## src/rtl/sam_ram.sv

```systemverilog
// ----------------------------------------------------------------------------
// Generic RAM
// One write port and one read port, read data registered.
// ----------------------------------------------------------------------------
module sam_ram #(
    parameter int WIDTH = 8,
    parameter int DEPTH = 16
) (
    input  logic                     clk,
    input  logic                     we,
    input  logic [$clog2(DEPTH)-1:0] waddr,
    input  logic [WIDTH-1:0]         wdata,
    input  logic [$clog2(DEPTH)-1:0] raddr,
    output logic [WIDTH-1:0]         rdata
);

    logic [WIDTH-1:0] mem [DEPTH];

    // Write port.
    always_ff @(posedge clk)
    begin
        if (we)
        begin
            mem[waddr] <= wdata;
        end
    end

    // Registered read port; a read of the entry written in the same cycle returns old data.
    always_ff @(posedge clk)
    begin
        rdata <= mem[raddr];
    end

endmodule
```

## config.mk

```make
export PLATFORM = sky130hd
export DESIGN_NAME = sam_ram
export DESIGN_NICKNAME = d
export VERILOG_FILES = /design/src/rtl/sam_ram.sv
export SDC_FILE = /design/constraint.sdc
export NUM_CORES = 1
export LEC_CHECK = 0
export BUFFER_PORTS_ARGS = -buffer_cell sky130_fd_sc_hd__buf_4
export CORE_MARGIN = 5
export CORE_UTILIZATION = 65
export CTS_BUF_LIST = sky130_fd_sc_hd__clkbuf_4
export DETAILED_ROUTE_END_ITERATION = 10
export PLACE_DENSITY = 0.93
export SLEW_MARGIN = 15
export SYNTH_ARGS = -nofsm -noshare
export SYNTH_HDL_FRONTEND = slang
export SYNTH_SLANG_ARGS = --single-unit
```

## constraint.sdc

```tcl
create_clock -name clk -period 4 [get_ports clk]
set_clock_uncertainty 0.2 [all_clocks]
set_input_delay 0.2 -clock clk [delete_from_list [all_inputs] [get_ports clk]]
set_output_delay 0.2 -clock clk [all_outputs]
set_load 0.01 [all_outputs]
```

==> results of run 1 <==
-- sequential cells by signal, summed over array words and instances (netlist names) --
register,flops
mem,128
rdata,8
-- worst paths after layout --
| kind | to | cells after the start | slack (ps) |
|---|---|---|---|
| max | mem[0][5]$_DFFE_PP_ | 4 | 2020 |
| min | rdata[1]$_DFF_P_ | 4 | 40 |
| max reg2reg | rdata[5]$_DFF_P_ | 3 | 2350 |
| min reg2reg | rdata[1]$_DFF_P_ | 3 | 480 |
-- cells by family after synthesis --
family / count (synthesis) / share of synthesized area (%)
DFF: 136 / 77.8
muxes: 32 / 15.0
AOI/OAI and AO/OA: 16 / 2.33
buffers and inverters: 10 / 1.68
and+or+nand+nor: 35 / 3.18
-- area by class of cell --
class | instances | area share, %
clock buffers | 18 | 2.32
flip-flops and latches | 136 | 68.8
multi-input cells | 83 | 18.3
well taps | 102 | 2.19
repair buffers | 38 | 5.38
diodes | 1 | 0.0430
clock inverters | 14 | 3.01
-- where the power goes --
group	internal, mW	switching (mW)	total [mW]
registers	1.59	0.0106	1.60
logic	0.0733	0.0866	0.160
clock network	0.443	0.503	0.946
total	2.11	0.600	2.71
-- routing by layer --
metal	track usage, %	vias to the layer above
li1	-	1070
met2	35.5	208
met4	8.40	0
met5	0	-
met3	6.51	22
met1	30.5	1270
-- through the flow --
| stage | utilization [%] | setup WS, ps | power (mW) | hold WS [ps] |
|---|---|---|---|---|
| finish | 75.3 | 2020 | 2.71 | 39.7 |
| global route | 75.3 | 1950 | 2.81 | 49.0 |
| CTS | 75.2 | 1840 | 2.71 | 21.8 |
| detailed placement | 69.8 | 1690 | 1.78 | 312 |
| global placement | 69.8 | 1830 | 1.77 | 292 |
| floorplan | - | 2110 | 1.71 | 98.9 |
-- cells in the mapped netlist, drive strengths merged --
cell type        n
nand2b           2
and2b            1
nand3            1
and2             1
buf              7
edfxtp         128
nor2b            1
nor2            13
clkdlybuf4s25    3
or3b             1
a22oi           16
nor3             4
mux4            32
nand2            9
dfxtp            8
nand3b           2
-- worst register-to-register path: stages, from the launching register on --
cell,delay [ps]
sky130_fd_sc_hd__edfxtp_1,410
sky130_fd_sc_hd__mux4_1,570
sky130_fd_sc_hd__a22oi_1,300
sky130_fd_sc_hd__nand2_1,80
==> results.txt, run 1 <==
The via count is 2570, and the flip-flop and latch count after synthesis is 136. Across the whole layout, storage elements account for 4000 um^2. The flow ran to the end, and the final reports show no timing, DRC or antenna violations. The run gives 353 as the number of DRC markers after the initial detailed-route iteration. The largest single stage delay on the critical path is 840 ps.

Most used cell along the critical path: sky130_fd_sc_hd__dlygate4sd3_1. The count of nets left with antenna violations once routing finished came out at 0. The die extent in x came out at 99.0 um. The data arrival at the endpoint of the critical path is 1970 ps.

The number of failing setup endpoints in the final timing report is 0, and the number of distinct standard cells referenced by the synthesized netlist is 19. Sorting the synthesized cells by area gives the leading types as sky130_fd_sc_hd__edfxtp_1 75%, sky130_fd_sc_hd__mux4_2 7.9%, sky130_fd_sc_hd__mux4_1 7.1%. Summed over all nets, wire length on met3 after detailed routing comes to 1.00 mm. The kind of cell with the highest combined delay along the critical path is buffers and inverters.

Worst-margin pin slew: 929 ps. Worst min-delay path class: input port to flop. Global routing consumed, over all layers together, 22.6% of the routing resources. TritonCTS built the clock tree. In the final timing run, aggregate negative setup slack is 0 ps. Clock latency on the worst-skew pair, taken at its later pin, is 540 ps. STA classifies the critical path startpoint as an input port. The clock passes through at most 2 buffers. For the total of hold buffers inserted after clock tree synthesis, the log shows 11.

Of the post-synthesis cell area, the dominant cell type holds 74.7%. The final clock period utilization by the worst path is 49.4%, and the share of final-layout standard cells stronger than drive strength 1 is 27.3%. Together, buffers and inverters on the worst path number 3. The count of nets after finishing was 294.

After clock tree synthesis, the repair step resized 0 gates. The number of antenna violations at the first check in global routing was 1. After detailed routing, the total wire length is 10.1 mm. The number of nets handed over by synthesis was 247. The first global-routing pass estimated 15.7 mm of wire. The biggest area contributor in the post-synthesis netlist is sky130_fd_sc_hd__edfxtp_1. The run gives 5150 um^2 as the cell area after synthesis. In this run the critical register-to-register path is launched from mem[1][5]$_DFFE_PP_.

The critical path goes through dlygate4sd3_1, buf_4, nor3_1, dlygate4sd3_1. The run gives 17 as the number of buffers created by CTS. The number of input and output port buffers inserted was 25; the routed metal-1 wirelength was 3.67 mm.

For this run the aggregate overflow at the end of global routing stands at 0. The worst path needs 1980 ps of the cycle, external delays included. The cell sitting at the root of the clock tree is a sky130_fd_sc_hd__clkbuf_4. Critical-path cell with the highest stage delay: sky130_fd_sc_hd__dlygate4sd3_1. The per-instance average area after synthesis came out at 22.5 um^2. The total cell area at the placement stage came out at 5390 um^2. The worst pin sits at a relative slew slack of 37.8%. The core region is 7730 um^2. After synthesis, flip-flops and latches occupy 77.8% of the total area. For this design the ratio of total power to cell area is 465 nW/um^2. Summed over all cells, the static leakage comes to 1.92 nW.

Entering global routing, the biggest net connects 33 pins. The estimated wirelength of the detail-placed design was 5.82 mm. Leaving out filler cells and counting taps, the final layout contains 392. The max-capacitance violation count came out at 0. The multi-input gate area in the final layout was 1060 um^2; the layout overhead on the synthesized area was 13.1%.

Setup repair after global routing left no endpoint under its margin. For the worst-case vdd ir drop, the log shows 302 uV. The critical setup path kind is input port to flop. After clock tree synthesis, the setup repair step added 0 buffers. In the layout the commonest cells are 128 x sky130_fd_sc_hd__edfxtp_1, 27 x sky130_fd_sc_hd__buf_4, 18 x sky130_fd_sc_hd__mux4_2, 18 x sky130_fd_sc_hd__clkbuf_4, 16 x sky130_fd_sc_hd__a22oi_1. The clock tree synthesis step divided the H-tree into 4 levels.

The tools report the number of max-slew violations in the final report as 0. Pin placement for this block handled 26 I/O pins. After clock tree synthesis, the clock-pin slew on the worst setup and hold paths is 120 ps. Of all nets on the critical path, the largest fanout is 8.

The tools report the number of placed instances, taps included as 348. The TritonCTS sink count is 136. Critical hold path startpoint: raddr[2]. The library cell used most frequently in the layout, excluding fill and tap cells, is sky130_fd_sc_hd__edfxtp_1.

STA classifies the critical path endpoint as a flop. The maximum clock frequency was 506 MHz. Data on the critical path is required at its endpoint by 4000 ps. The logs give 5.18 mm for the length of routed met2 wiring and 5820 um^2 for the final design area excluding fillers. The detailed-router iteration count before antenna repair was 5.

In the routed layout, each cell is associated on average with a via count of 6.56. The floorplan step defined a die boundary enclosing 9800 um^2. In this run the core area contains 32 standard-cell rows. The filler cells instantiated in the layout total 400. The effective utilization at floorplan came out at 66.6%. The detailed router used layers up to and including met4. Floorplan die height: 99.0 um.

The critical path starts at waddr[0]. The last weighted congestion value of the routability-driven placer was 0.779. For this run, the number of Yosys warnings is 0. For the hold violation total from the final report, the log shows 0. The logs give 0 for the number of remaining DRC errors and 229 for the cell count after synthesis.

In the final routed layout, each cell accounts on average for 25.7 um. For the via count of the first global-routing pass, the log shows 2597.
No activity file was read; power rests on OpenSTA's default activity.
==> inputs of run 2 (changes only) <==
Settings changed: CORE_UTILIZATION 65 to 63, PLACE_DENSITY 0.93 to 0.91.
Clock period 4 ns to 1.9 ns, I/O delays scaled along.
==> results.txt, run 2 (synthesized netlist as in run 1, its figures left out) <==
The run finished with clean final reports. The max-capacitance violation count is 0 (unchanged), and the overall die area is 10100 um^2 (was 9800 um^2). For the number of antenna diodes, the log shows 0 (was 1). The area of the core is 8090 um^2 (was 7730 um^2), and the number of placed instances, taps included is 377 (was 348).

Kind of start point of the critical path: an input port (unchanged). The register name with the most flops was mem (unchanged). The tools report the detailed-router iteration count before antenna repair as 5 (unchanged). The number of filler cells placed in the layout is 443 (was 400), and the layout overhead on the synthesized area is 19.0% (was 13.1%). Remaining antenna violation count: 0 (unchanged). The CTS root buffer is sky130_fd_sc_hd__clkbuf_4 (unchanged). The data required time of the worst path was 1930 ps (was 4000 ps). The logs give 2663 (was 2570) for the via count and 16.2 mm (was 15.7 mm) for the global-route wire length before repair. The tools report the routed length on met3 as 932 um (was 1.00 mm). The run gives 286 (was 353) as the number of DRC markers after the initial detailed-route iteration. For the data arrival at the endpoint of the critical path, the log shows 1920 ps (was 1970 ps).

The time the worst path needs with I/O delays and setup works out to 1890 ps. The flip-flop count of the largest register, all copies and words added was 128 (unchanged). The tools report the effective utilization at floorplan as 63.6% (was 66.6%).

Most common cell after layout, fill and taps aside: sky130_fd_sc_hd__edfxtp_1 (unchanged). The static leakage was 2.11 nW (was 1.92 nW). The number of primary I/O pins is 26 (unchanged), and the worst-margin pin slew is 398 ps (was 929 ps).

The share of final-layout standard cells stronger than drive strength 1 works out to 32.2% (was 27.3%). Worst min-delay path class: input port to flop (unchanged). The critical hold path startpoint was we (was raddr[2]). Number of gates given a new drive strength after cts: 0 (unchanged). The largest net degree at the start of global routing is 28 (was 33), and the final clock period utilization by the worst path is 99.3%. The worst-case vdd ir drop was 751 uV (was 302 uV). The die extent in x works out to 100 um (was 99.0 um). The maximum fanout along the worst path works out to 8 (unchanged).

The switching power share of the total works out to 22.6% (was 22.2%). For the number of failing setup endpoints in the final timing report, the log shows 0 (unchanged). The number of max-slew violations in the final report was 0 (unchanged); the average detailed-routed wire length per instance was 24.9 um (was 25.7 um). The routed metal-1 wirelength came out at 3.85 mm (was 3.67 mm). The launch point of the worst path was waddr[3] (was waddr[0]).

The overall fraction of global-route tracks in use is 23.6% (was 22.6%), and the cell-internal power is 4.47 mW (was 2.11 mW). The run gives 1.31 mW (was 600 uW) as the switching power. The tools report the critical register-to-register path startpoint as mem[9][1]$_DFFE_PP_ (was mem[1][5]$_DFFE_PP_). Critical setup path kind: input port to flop (unchanged). The maximum count of clock buffers along a single path was 2 (unchanged). The post-layout instance count excluding filler cells is 428 (was 392). The combinational group share of total power is 6.5% (was 5.9%), and the hold slack is 52.4 ps (was 39.7 ps). The power density relative to cell area is 945 nW/um^2 (was 465 nW/um^2), and the maximum level of the CTS H-tree is 4 (unchanged). The last weighted congestion value of the routability-driven placer is 0.872 (was 0.779). The estimated wirelength of the detail-placed design came out at 6.74 mm (was 5.82 mm). The pre-CTS worst setup slack was 140 ps (was 1690 ps); the count of nets after finishing was 328 (was 294). The portion of total power attributed to the clock network is 35.1% (was 34.9%), and the hold violation total from the final report is 0 (unchanged).

The per-cell via count in the routed design is 6.22 (was 6.56). Top library cells by usage in the layout, fill and taps aside: 128 x sky130_fd_sc_hd__edfxtp_1, 51 x sky130_fd_sc_hd__buf_4, 19 x sky130_fd_sc_hd__dlygate4sd3_1 (was 128 x sky130_fd_sc_hd__edfxtp_1, 27 x sky130_fd_sc_hd__buf_4, 18 x sky130_fd_sc_hd__mux4_2, 18 x sky130_fd_sc_hd__clkbuf_4, 16 x sky130_fd_sc_hd__a22oi_1). For the end-of-flow core utilization, the log shows 75.7% (was 75.3%). TritonCTS built the clock tree.

The run gives 17 (unchanged) as the number of buffers created by CTS. The worst slew margin relative to its limit came out at 73.4% (was 37.8%). Setup repair after global routing could not meet its margin everywhere.

For the TritonCTS sink count, the log shows 136 (unchanged). The logs give 0 (unchanged) for the number of remaining DRC errors and 13.7 ps (was 2020 ps) for the minimum setup slack in the final design. The type of destination of the critical path is a flop (unchanged). The floorplan die height is 100 um (was 99.0 um), and the register share of total power is 58.3% (was 59.1%).

The maximum clock frequency came out at 530 MHz. The top routing layer in use is met4 (unchanged). The run gives 5.57 mm (was 5.18 mm) as the length of routed met2 wiring. The logs give 2773 (was 2597) for the via count of the first global-routing pass and 33 (was 32) for the number of placement rows. The run gives 0 (unchanged) as the residual overflow from global routing. The clock transition time at the flip-flop clock pins of the worst setup and hold paths was 120 ps (about the same). Biggest registers after layout: mem x128, rdata x8 (unchanged). The total design power is 5.78 mW (was 2.71 mW). Routed wire length: 10.7 mm (was 10.1 mm).

The clock latency on the worst-skew pair was 530 ps (was 540 ps); the number of antenna violations at the first check in global routing was 0 (was 1). The number of input and output port buffers inserted works out to 25 (unchanged).
[run 2: changes by cell type in the layout (fill, tap and decap cells not counted), sizes merged]
cell and change:
dlygate4sd3 +8, clkbuf -1, clkinvlp -2, inv +4, clkinv -1, diode -1, buf +26
[run 2: through the flow]
stage | TNS [ps] | cell area, um^2
after floorplan | 0 | 5150
after global placement | 0 | 5620
after detailed placement | 0 | 5620
after CTS | 0 | 6120
after global routing | -5.42 | 6120
final | 0 | 6120
[run 2: layer usage]
metal,global-route usage [%],up-vias
li1,-,1143
met1,31.1,1321
met2,37.7,169
met3,6.46,30
met4,9.95,0
met5,0,-
[run 2: critical path, cell delays in order]
cell and delay (ps):
sky130_fd_sc_hd__dlygate4sd3_1 540, sky130_fd_sc_hd__buf_4 140, sky130_fd_sc_hd__nand3b_1 210, sky130_fd_sc_hd__nor3_1 170
sky130_fd_sc_hd__dlygate4sd3_1 580, sky130_fd_sc_hd__buf_4 180
[run 2: layout make-up]
type	instances	area (um^2)	area share [%]
timing repair buffer	72	613	10.0
multi-input combinational	83	1060	17.3
tap	105	131	2.15
sequential	136	4000	65.4
clock buffer	17	128	2.08
clock inverter	15	190	3.11
[run 2: final timing paths]
path	cells after the start	slack, ps	end
setup / recovery	6	10	mem[4][2]$_DFFE_PP_
hold / removal	4	50	mem[7][5]$_DFFE_PP_
setup reg to reg	3	290	rdata[1]$_DFF_P_
hold reg to reg	3	490	rdata[6]$_DFF_P_
[run 2: what timing repair did]
| action | 4_1_cts | 5_1_grt |
|---|---|---|
| hold buffers | 19 | 0 |
| endpoints found under the setup margin | 0 | 2 |
| setup buffers | 0 | 0 |
| endpoints found under the hold margin | 199 | 0 |
[run 2: power by group through the flow]
stage | sequential (mW) | clock, mW | combinational, mW
global placement | 3.44 | 0 | 0.331
detailed placement | 3.44 | 0 | 0.348
global route | 3.38 | 2.23 | 0.404
floorplan | 3.44 | 0 | 0.170
CTS | 3.37 | 2.07 | 0.379
finish | 3.37 | 2.03 | 0.379
